--- src/tsm_pkg.sv ---
package tsm_pkg;

  localparam int LIST_DEPTH = 256;
  localparam int PTR_W      = $clog2(LIST_DEPTH);
  localparam int FILL_W     = $clog2(LIST_DEPTH + 1);
  localparam int DATA_W     = 32;

  localparam logic [1:0] ACT_PUSH_A    = 2'd0;
  localparam logic [1:0] ACT_PUSH_B    = 2'd1;
  localparam logic [1:0] ACT_POP       = 2'd2;
  localparam logic [1:0] ACT_POP_SPARE = 2'd3;

  localparam logic [1:0] ST_OK    = 2'd0;
  localparam logic [1:0] ST_FULL  = 2'd1;
  localparam logic [1:0] ST_EMPTY = 2'd2;

  typedef struct packed {
    logic [1:0]               action;
    logic signed [DATA_W-1:0] value;
  } in_item_t;

  typedef struct packed {
    logic [1:0]               status;
    logic signed [DATA_W-1:0] popped_value;
    logic                     from_list;
  } out_item_t;

  typedef enum logic [1:0] {
    S_IDLE,
    S_PUSH,
    S_POP
  } state_t;

  typedef struct packed {
    logic load;
    logic exec_push;
    logic exec_pop;
  } ctl_cmd_t;

  // Any action with the upper bit set is a pop, including the unused code.
  function automatic logic act_is_pop(input logic [1:0] action);
    return action[1];
  endfunction

endpackage

--- src/tsm_ctrl.sv ---
module tsm_ctrl (
  input  logic              clk,
  input  logic              rst_n,
  input  logic              start,
  input  logic [1:0]        action,
  output logic              busy,
  output logic              out_valid,
  output tsm_pkg::ctl_cmd_t cmd
);
  import tsm_pkg::*;

  state_t state_r;
  state_t state_nxt;

  always_ff @(posedge clk) begin
    if (!rst_n) begin
      state_r <= S_IDLE;
    end else begin
      state_r <= state_nxt;
    end
  end

  always_comb begin
    state_nxt = state_r;
    case (state_r)
      S_IDLE: begin
        if (start) begin
          state_nxt = act_is_pop(action) ? S_POP : S_PUSH;
        end
      end
      S_PUSH:  state_nxt = S_IDLE;
      S_POP:   state_nxt = S_IDLE;
      default: state_nxt = S_IDLE;
    endcase
  end

  always_comb begin
    cmd       = '0;
    busy      = 1'b1;
    out_valid = 1'b0;
    case (state_r)
      S_IDLE: begin
        busy     = 1'b0;
        cmd.load = start;
      end
      S_PUSH: begin
        cmd.exec_push = 1'b1;
        out_valid     = 1'b1;
      end
      S_POP: begin
        cmd.exec_pop = 1'b1;
        out_valid    = 1'b1;
      end
      default: begin
        busy = 1'b1;
      end
    endcase
  end

endmodule

--- config.mk ---
export PLATFORM = sky130hd
export DESIGN_NAME = tsm_ctrl
export DESIGN_NICKNAME = d
export VERILOG_FILES = /design/src/tsm_pkg.sv /design/src/tsm_ctrl.sv
export SDC_FILE = /design/constraint.sdc
export NUM_CORES = 1
export LEC_CHECK = 0
export BUFFER_PORTS_ARGS = -buffer_cell sky130_fd_sc_hd__clkbuf_2
export CAP_MARGIN = 20
export CORE_AREA = 4 4 41 43
export DETAILED_ROUTE_END_ITERATION = 10
export DIE_AREA = 0 0 45 47
export PLACE_DENSITY = 0.32
export SETUP_SLACK_MARGIN = 0.15
export SLEW_MARGIN = 10
export SYNTH_ARGS = -nofsm -noshare
export SYNTH_HDL_FRONTEND = slang
export SYNTH_SLANG_ARGS = --single-unit
--- constraint.sdc ---
create_clock -name clk -period 1.39 [get_ports clk]
set_input_delay 0.139 -clock clk [delete_from_list [all_inputs] [get_ports clk]]
set_output_delay 0.139 -clock clk [all_outputs]
set_load 0.005 [all_outputs]
==> reports/qor.csv, run 1 <==
stage,metric,value,unit
yosys,Ys Warns,0,
clock_tree,H-tree levels,1,
place,number of buffers added on ports,8,
power,Clock power frac,0.546,
yosys,Post-Syn Area per Cell,9.009,µm²
critical_path,Crit Path Category,reg -> out,
cells_and_area,Area Overhead vs Synth,63.89,%
cells_and_area,share of layout cells above drive strength 1,0.6154,
route,Avg Vias per Cell,3.098,
cells_and_area,Final Util,0.1702,
power,sw frac,0.2275,
route,M1 wire length,125,µm
route,Post-Route WL,299,µm
floorplan,die height,47,µm
power,NetSw,0.05246,mW
yosys,Synth Register Bits,2,
cells_and_area,Finished Layout Cells,41,
power,Int Pwr,0.1782,mW
timing,fmax,854.0,MHz
floorplan,core area,0.001301,mm²
critical_path,Crit path required time,1250,ps
timing,Final setup viols,0,
global_route,total track usage,0.04101,
timing,final hold violation count,0,
critical_path,crit path launch,state_r[0]$_SDFFE_PN0P_,
clock_tree,CTS tree,yes,
power,Seq pwr share,0.281,
global_route,global-route wire length before repair,558,µm
power,Worst VDD drop,373.9,µV
route,DR WL met2,164,µm
floorplan,die width,45,µm
cells_and_area,Ant. Diodes,0,
clock_tree,CTS root buf,clkbuf_4,
clock_tree,Post-CTS Hold Buffers,0,
run_status,run status,completed,
global_route,largest net degree at the start of global routing,5,
clock_tree,worst skew pair latency,220,ps
floorplan,I/O pins,10,
floorplan,# rows,13,
timing,Worst-Margin Slew,116.8,ps
power,Power Dens Cells,1041,mW/mm²
route,WL/cell,7.293,µm
place,Placed Instance Area,193.9,µm²
power,Comb pwr share,0.173,
global_route,grt total ovfl,0,
clock_tree,clock sinks,2,
floorplan,Initial Utilization,0.1038,
yosys,Commonest cells post-synth,"3 x ha_1, 3 x inv_1, 2 x dfxtp_1",
min_path,HP Class,in -> reg,
yosys,post-synthesis cell count,15,
cells_and_area,Final Cell Area,221.5,µm²
cells_and_area,multi-input logic area,86.33,µm²
critical_path,Critical Path AT,1030,ps
min_path,Worst Min Path Start,rst_n,
global_route,vias in the first global route,143,
route,# DRC,0,
yosys,Synth area leader,dfxtp_1,
route,highest metal used,met3,
route,post-route ant nets,0,
clock_tree,CTS max path bufs,2,
timing,relative slew slack,0.9199,
yosys,top cell type's share of synthesized area,0.2963,
cells_and_area,final net count,36,
yosys,synth top area cells,"dfxtp_1 30%, ha_1 28%, inv_1 8.3%",
timing,RSZ-0062 raised after global routing,no,
clock_tree,number of post-CTS setup repair buffers,0,
critical_path,startpoint types,flip-flop,
route,met3 WL,10,µm
yosys,"EDFF count, synth",0,
cells_and_area,Largest Register,state_r,
run,# Max-Cap Violations,0,
yosys,Unique masters post-synth,10,
clock_tree,"Reg clk slew, reported paths",30,ps
timing,clk_skew,2.710,ps
yosys,syn nets,23,
global_route,initial antenna violation count,0,
timing,period utilization,0.8424,
floorplan,die area,0.002115,mm²
yosys,share of flip-flops with an asynchronous set or reset,0,
yosys,ys flop type,dfxtp_1,
critical_path,crit path max fanout,3,
route,drt first-iter violations,1,
power,Leak,0.1158,nW
place,placer congestion estimate,0.5791,
place,placed cell count,38,
yosys,Synth Cell Area,135.1,µm²
route,DR vias,127,
route,TritonRoute pass-1 iters,2,
clock_tree,number of buffers created by CTS,3,
cells_and_area,max reg flops,2,
cells_and_area,fillers,155,
yosys,"Seq/Total Area, Yosys",0.2963,
critical_path,FF-to-FF Start,state_r[0]$_SDFFE_PN0P_,
cells_and_area,Largest regs,state_r x2,
timing,min cycle time layout,1171,ps
cells_and_area,sequential cell area,42.54,µm²
critical_path,Crit. End Element,output pin,
place,placed wire-length estimate,272,µm
timing,count of final max-slew check failures,0,
timing,setup TNS,0,ps
final cells by class:
| class | count | area share |
|---|---|---|
| Clock buffer | 3 | 0.1017 |
| Sequential cell | 2 | 0.1921 |
| Multi-Input combinational cell | 10 | 0.3898 |
| Inverter | 3 | 0.05085 |
| Timing Repair Buffer | 8 | 0.1808 |
| Tap cell | 15 | 0.08475 |
repair_timing:
action	CTS	global route
setup endpoints to repair	1	1
gates resized for setup	3	1
pin swaps	0	1
critical path, cell delays in order, from the launching register on:
cell and delay [ps]:
dfxtp_2 330, inv_1 60, ha_2 170, and2_1 150, clkbuf_2 110
worst paths after layout:
kind | end | slack [ps] | cells after the start
worst max-delay path | cmd[2] | 220 | 4
worst min-delay path | state_r[0]$_SDFFE_PN0P_ | 160 | 3
worst max register to register | state_r[1]$_SDFFE_PN0P_ | 570 | 4
worst min register to register | state_r[0]$_SDFFE_PN0P_ | 490 | 2
logic make-up (layout without fill, tap and decap cells):
group                      count (synthesis)  after routing  synth area share
AOI/OAI and AO/OA                          1              1           0.06483
muxes                                      1              1           0.07408
adders and majority gates                  3              3            0.2778
and+or+nand+nor                            5              5            0.2037
DFF                                        2              2            0.2963
buffers and inverters                      3             14           0.08333
power by group through the flow:
stage | Clock, mW | Sequential (mW) | Combinational, mW
after floorplan | 0 | 0.0641 | 0.0214
after global placement | 0 | 0.0647 | 0.0407
after detailed placement | 0 | 0.0648 | 0.0413
after CTS | 0.137 | 0.0647 | 0.0420
after global routing | 0.140 | 0.0655 | 0.0465
final | 0.126 | 0.0648 | 0.0398
per-stage QoR:
stage	hold slack [ps]	setup WS [ps]	power (mW)
after global routing	170.7	153.7	0.2517
final	162.8	219.1	0.2307
after detailed placement	409.4	352.3	0.1061
after floorplan	286.2	502.6	0.08550
after CTS	159.8	175.7	0.2433
after global placement	409.0	355.2	0.1054
per-layer routing:
metal	vias up	track usage
li1	69	-
met1	54	0.03620
met2	4	0.05932
met3	0	0.02299
met4	0	0.05263
met5	-	0
layout by cell type, fill, tap and decap left out, drive strengths merged:
master and n:
mux2i 1, clkbuf 11, dfxtp 2, ha 3, and2 1, inv 3
or2b 1, nand2 1, nand2b 1, nor2 1, a21oi 1
Power figures use the tool's default switching activity.
==> run 2: changes to the inputs <==
PLACE_DENSITY = 0.33   (was 0.32)
clock period = 0.99 ns   (was 1.39 ns; I/O delays follow)
==> reports/qor.csv, run 2 (synthesized netlist as in run 1, its figures left out) <==
stage,metric,value,unit,change
run_status,run status,finished with violations,,was completed
run_status,failing checks,negative setup slack,,
critical_path,Critical Path Max Stage Delay,320,ps,was 330 ps
cells_and_area,max reg flops,2,,unchanged
route,# DRC,0,,unchanged
critical_path,Crit path required time,890,ps,was 1250 ps
timing,count of final max-slew check failures,0,,unchanged
cells_and_area,Finished Layout Cells,43,,was 41
timing,period utilization,1.088,,
clock_tree,number of buffers created by CTS,3,,unchanged
cells_and_area,fillers,159,,was 155
min_path,HP Class,in -> reg,,unchanged
clock_tree,"Reg clk slew, reported paths",30,ps,about the same
min_path,Worst Min Path Start,rst_n,,unchanged
timing,Worst-Margin Slew,112.8,ps,was 116.8 ps
cells_and_area,Final Cell Area,264.0,µm²,was 221.5 µm²
floorplan,Initial Utilization,0.1038,,unchanged
place,placed wire-length estimate,281.6,µm,was 272 µm
power,Power Dens Cells,1338,mW/mm²,was 1041 mW/mm²
power,Leak,0.1330,nW,was 0.1158 nW
critical_path,crit path launch,state_r[0]$_SDFFE_PN0P_,,unchanged
place,Placed Instance Area,211.5,µm²,was 193.9 µm²
cells_and_area,Area Overhead vs Synth,95.37,%,was 63.89%
timing,Hold WS,127.2,ps,was 162.8 ps
place,placed cell count,40,,was 38
timing,RSZ-0062 raised after global routing,yes,,was no
cells_and_area,Final Util,0.2029,,was 0.1702
critical_path,crit path max fanout,3,,unchanged
power,Design Power,0.3531,mW,was 0.2307 mW
timing,min cycle time layout,1077,ps,
floorplan,I/O pins,10,,unchanged
cells_and_area,"most common cell after layout, fill and taps aside",clkbuf_2,,unchanged
place,number of buffers added on ports,8,,unchanged
critical_path,Reg2Reg Depth,4,,unchanged
critical_path,FF-to-FF Start,state_r[0]$_SDFFE_PN0P_,,unchanged
critical_path,CP cell instances,inv_2 -> ha_4 -> and2_4 -> buf_6,,was inv_1 -> ha_2 -> and2_1 -> clkbuf_2
clock_tree,CTS tree,yes,,unchanged
route,Post-Route WL,326,µm,was 299 µm
global_route,grt total ovfl,0,,unchanged
cells_and_area,most frequent cells in the layout,"6 x clkbuf_2, 3 x clkbuf_4",,"was 8 x clkbuf_2, 3 x clkbuf_4, 2 x inv_1, 2 x ha_1, 2 x dfxtp_2"
clock_tree,CTS max path bufs,2,,unchanged
power,Worst VDD drop,360.3,µV,was 373.9 µV
floorplan,die area,0.002115,mm²,unchanged
critical_path,startpoint types,flip-flop,,unchanged
critical_path,Crit. End Element,output pin,,unchanged
timing,Final setup viols,4,,was 0
critical_path,CP max-delay cell,dfxtp_2,,unchanged
route,DR vias,131,,was 127
global_route,initial antenna violation count,0,,unchanged
floorplan,die height,47,µm,unchanged
timing,Final WS setup,-86.73,ps,was 219.1 ps
route,WL/cell,7.581,µm,was 7.293 µm
timing,clk_skew,2.737,ps,was 2.710 ps
timing,final hold violation count,0,,unchanged
global_route,largest net degree at the start of global routing,5,,unchanged
floorplan,die width,45,µm,unchanged
critical_path,Crit path max-delay family,flip-flops,,unchanged
clock_tree,H-tree levels,1,,unchanged
clock_tree,CTS root buf,clkbuf_4,,unchanged
floorplan,# rows,13,,unchanged
clock_tree,Post-CTS Hold Buffers,0,,unchanged
cells_and_area,share of layout cells above drive strength 1,0.7500,,was 0.6154
floorplan,core area,0.001301,mm²,unchanged
run,# Max-Cap Violations,0,,unchanged
cells_and_area,Largest Register,state_r,,unchanged
critical_path,Crit Path Category,reg -> out,,unchanged
route,Avg Vias per Cell,3.047,,was 3.098
min_path,hold depth,3,,unchanged
cells_and_area,Largest regs,state_r x2,,unchanged
place,placer congestion estimate,0.6510,,was 0.5791
global_route,vias in the first global route,146,,was 143
global_route,global-route wire length before repair,572,µm,was 558 µm
route,drt first-iter violations,0,,was 1
clock_tree,worst skew pair latency,220,ps,about the same
route,post-route ant nets,0,,unchanged
place,"worst slack, placed",74.32,ps,was 352.3 ps
critical_path,Crit. path cell count,4,,unchanged
timing,fmax,928.7,MHz,
critical_path,CP Buf/Inv Count,2,,unchanged
clock_tree,number of post-CTS setup repair buffers,0,,unchanged
cells_and_area,final net count,38,,was 36
timing,setup TNS,-200.6,ps,was 0 ps
global_route,total track usage,0.04259,,was 0.04101
cells_and_area,Ant. Diodes,0,,unchanged
timing,relative slew slack,0.9227,,was 0.9199
route,TritonRoute pass-1 iters,1,,was 2
clock_tree,clock sinks,2,,unchanged
critical_path,Critical Path AT,980,ps,was 1030 ps
[run 2: routing by layer]
metal	track usage	vias to the layer above	part of all wire
met2	0.06497	4	0.52
met3	0.02299	0	0.061
met1	0.03620	55	0.41
met5	0	-	0
met4	0.05263	0	0
li1	-	72	-
[run 2: final cells by class]
type / count / area [µm²] / area share
multi-input cells: 10 / 101.3 / 0.3839
repair buffers: 10 / 67.56 / 0.2559
flip-flops and latches: 2 / 42.54 / 0.1611
clock buffers: 3 / 22.52 / 0.08531
well taps: 15 / 18.77 / 0.07109
inverters: 3 / 11.26 / 0.04265
[run 2: worst reg2reg max path, delay by kind of cell (launching register included)]
family                     cells  cell delay [ps]
DFF                            1              320
adders and majority gates      1              150
and+or+nand+nor                2              140
buffers and inverters          1               50
[run 2: path summary, 6_finish.rpt]
kind / to / slack (ps)
max: cmd[2] / -90
min: state_r[0]$_SDFFE_PN0P_ / 130
max reg2reg: state_r[1]$_SDFFE_PN0P_ / 210
min reg2reg: state_r[1]$_SDFFE_PN0P_ / 580
[run 2: power by group]
part           total (mW)  internal, mW  switching, mW
Combinational      0.0858        0.0519         0.0339
Sequential         0.0900        0.0871        0.00287
Clock               0.177         0.134         0.0438
Total               0.353         0.273         0.0806
[run 2: what timing repair did]
action	4_1_cts	5_1_grt
hold endpoints to repair	0	0
setup endpoints to repair	5	5
pin swaps	2	1
resized for setup	7	3
==> run 3: changes to the inputs <==
CAP_MARGIN = 10   (was 20)
PLACE_DENSITY = 0.38   (was 0.33)
==> reports/qor.csv, run 3 (synthesized netlist as in run 1, its figures left out) <==
stage,metric,value,unit,change
run_status,run status,finished with violations,,unchanged
run_status,failing checks,negative setup slack,,unchanged
route,TritonRoute pass-1 iters,2,,was 1
critical_path,Crit Path Category,reg -> out,,unchanged
clock_tree,CTS root buf,clkbuf_4,,unchanged
place,number of buffers added on ports,8,,unchanged
cells_and_area,"most common cell after layout, fill and taps aside",buf_6,,was clkbuf_2
critical_path,startpoint types,flip-flop,,unchanged
clock_tree,"Reg clk slew, reported paths",30,ps,about the same
timing,count of final max-slew check failures,0,,unchanged
global_route,global-route wire length before repair,676,µm,was 572 µm
route,drt first-iter violations,2,,was 0
critical_path,Reg2Reg Setup Slack,-80,ps,was 210 ps
critical_path,worst reg2reg endpoint,state_r[0]$_SDFFE_PN0P_,,was state_r[1]$_SDFFE_PN0P_
route,# DRC,0,,unchanged
place,placed wire-length estimate,270.6,µm,was 281.6 µm
critical_path,Critical Path AT,990,ps,was 980 ps
place,placer congestion estimate,0.6084,,was 0.6510
cells_and_area,multi-input logic area,121.4,µm²,was 101.3 µm²
clock_tree,clock sinks,2,,unchanged
floorplan,die area,0.002115,mm²,unchanged
clock_tree,number of buffers created by CTS,3,,unchanged
cells_and_area,fillers,156,,was 159
place,placed cell count,38,,was 40
cells_and_area,share of layout cells above drive strength 1,0.8387,,was 0.7500
global_route,total track usage,0.04890,,was 0.04259
global_route,grt total ovfl,0,,unchanged
cells_and_area,Finished Layout Cells,46,,was 43
global_route,largest net degree at the start of global routing,5,,unchanged
timing,fmax,916.4,MHz,was 928.7 MHz
timing,Worst-Margin Slew,156.8,ps,was 112.8 ps
timing,period utilization,1.102,,was 1.088
critical_path,Crit path required time,890,ps,about the same
cells_and_area,Area Overhead vs Synth,138.9,%,was 95.37%
critical_path,crit path max fanout,3,,unchanged
timing,min cycle time layout,1091,ps,was 1077 ps
power,Leak,0.1565,nW,was 0.1330 nW
floorplan,die height,47,µm,unchanged
timing,relative slew slack,0.8925,,was 0.9227
critical_path,FF-to-FF Start,state_r[0]$_SDFFE_PN0P_,,unchanged
cells_and_area,Final Cell Area,322.8,µm²,was 264.0 µm²
timing,Final WS setup,-101.2,ps,was -86.73 ps
clock_tree,CTS tree,yes,,unchanged
cells_and_area,most frequent cells in the layout,"5 x buf_6, 4 x clkbuf_2, 3 x clkbuf_4, 3 x buf_4",,"was 6 x clkbuf_2, 3 x clkbuf_4"
power,Power Dens Cells,1223,mW/mm²,was 1338 mW/mm²
critical_path,Reg2Reg Depth,7,,was 4
timing,RSZ-0062 raised after global routing,yes,,unchanged
power,Worst VDD drop,398.8,µV,was 360.3 µV
route,Avg Vias per Cell,3.283,,was 3.047
cells_and_area,Ant. Diodes,0,,unchanged
run,# Max-Cap Violations,0,,unchanged
clock_tree,H-tree levels,1,,unchanged
place,Placed Instance Area,196.4,µm²,was 211.5 µm²
critical_path,Crit. path cell count,4,,unchanged
cells_and_area,sequential cell area,42.54,µm²,unchanged
critical_path,crit path launch,state_r[0]$_SDFFE_PN0P_,,unchanged
clock_tree,CTS max path bufs,2,,unchanged
cells_and_area,Largest regs,state_r x2,,unchanged
timing,clk_skew,2.339,ps,was 2.737 ps
route,DR vias,151,,was 131
global_route,vias in the first global route,163,,was 146
critical_path,CP max-delay cell,dfxtp_2,,unchanged
route,post-route ant nets,0,,unchanged
min_path,HP Class,in -> reg,,unchanged
critical_path,Crit. End Element,output pin,,unchanged
clock_tree,worst skew pair latency,220,ps,about the same
critical_path,CP cell instances,inv_4 -> ha_4 -> and2_4 -> buf_6,,was inv_2 -> ha_4 -> and2_4 -> buf_6
floorplan,die width,45,µm,unchanged
critical_path,Critical Path Sink,cmd[2],,unchanged
cells_and_area,max reg flops,2,,unchanged
floorplan,# rows,13,,unchanged
floorplan,Initial Utilization,0.1038,,unchanged
route,WL/cell,8.739,µm,was 7.581 µm
floorplan,core area,0.001301,mm²,unchanged
route,Post-Route WL,402,µm,was 326 µm
critical_path,Critical Path Max Stage Delay,340,ps,was 320 ps
global_route,initial antenna violation count,0,,unchanged
cells_and_area,Largest Register,state_r,,unchanged
cells_and_area,final net count,41,,was 38
timing,Final setup viols,7,,was 4
timing,final hold violation count,0,,unchanged
critical_path,Crit path max-delay family,flip-flops,,unchanged
floorplan,I/O pins,10,,unchanged
critical_path,CP Buf/Inv Count,2,,unchanged
==> run 3: stage by stage <==
| stage | setup slack [ps] | util | power [mW] | hold WS (ps) | setup TNS, ps |
|---|---|---|---|---|---|
| floorplan | 171.5 | - | 0.1210 | 246.2 | 0 |
| global placement | 43.26 | 0.1510 | 0.1490 | 356.9 | 0 |
| detailed placement | 29.33 | 0.1510 | 0.1506 | 366.3 | 0 |
| CTS | -94.47 | 0.2202 | 0.3829 | 106.5 | -408.2 |
| global route | -141.7 | 0.2481 | 0.4308 | 116.7 | -721.3 |
| finish | -101.2 | 0.2481 | 0.3948 | 111.7 | -421.8 |
==> run 3: report_power, final <==
part | leakage, nW | switching [mW] | total [mW] | internal [mW]
clock | 0.0138 | 0.0443 | 0.178 | 0.134
combinational | 0.125 | 0.0468 | 0.126 | 0.0791
sequential | 0.0172 | 0.00382 | 0.0910 | 0.0872
==> run 3: worst min path at each step <==
| stage | from | end | slack, ps | cells after the start |
|---|---|---|---|---|
| 6_report | rst_n | state_r[1]$_SDFFE_PN0P_ | 110 | 3 |
| 5_1_grt | rst_n | state_r[1]$_SDFFE_PN0P_ | 120 | 3 |
| 4_1_cts | rst_n | state_r[0]$_SDFFE_PN0P_ | 110 | 3 |
| 3_5_place_dp | rst_n | state_r[0]$_SDFFE_PN0P_ | 370 | 3 |
| 3_3_place_gp | action[1] | state_r[1]$_SDFFE_PN0P_ | 360 | 3 |
| 2_1_floorplan | action[1] | state_r[1]$_SDFFE_PN0P_ | 250 | 2 |
==> run 3: final cells by class <==
type / count / area share
Multi-Input combinational cell: 10 / 0.3760
Timing Repair Buffer: 13 / 0.3217
Sequential cell: 2 / 0.1318
Clock buffer: 3 / 0.06977
Tap cell: 15 / 0.05814
Inverter: 3 / 0.04264
==> run 3: timing repair <==
action                                 in CTS  in global routing
resized for setup                          10                 10
setup endpoints to repair                   7                  7
gates cloned                                0                  0
hold buffers                                0                  0
setup buffers                               5                  0
pin swaps                                   3                  1
endpoints found under the hold margin       0                  0
==> run 3: routing by layer <==
metal,routed length [µm],part of all wire,GRT usage
met1,166,0.41,0.04751
met2,181,0.45,0.06780
met3,55,0.14,0.03065
met4,0,0,0.05263
met5,0,0,0
==> run 3: worst reg2reg max path, stage by stage, from the launching register on <==
cell and delay [ps]:
dfxtp_2 340, inv_4 50, ha_4 150, buf_4 120, buf_6 100, buf_6 100
nand2_4 50, a21oi_2 30
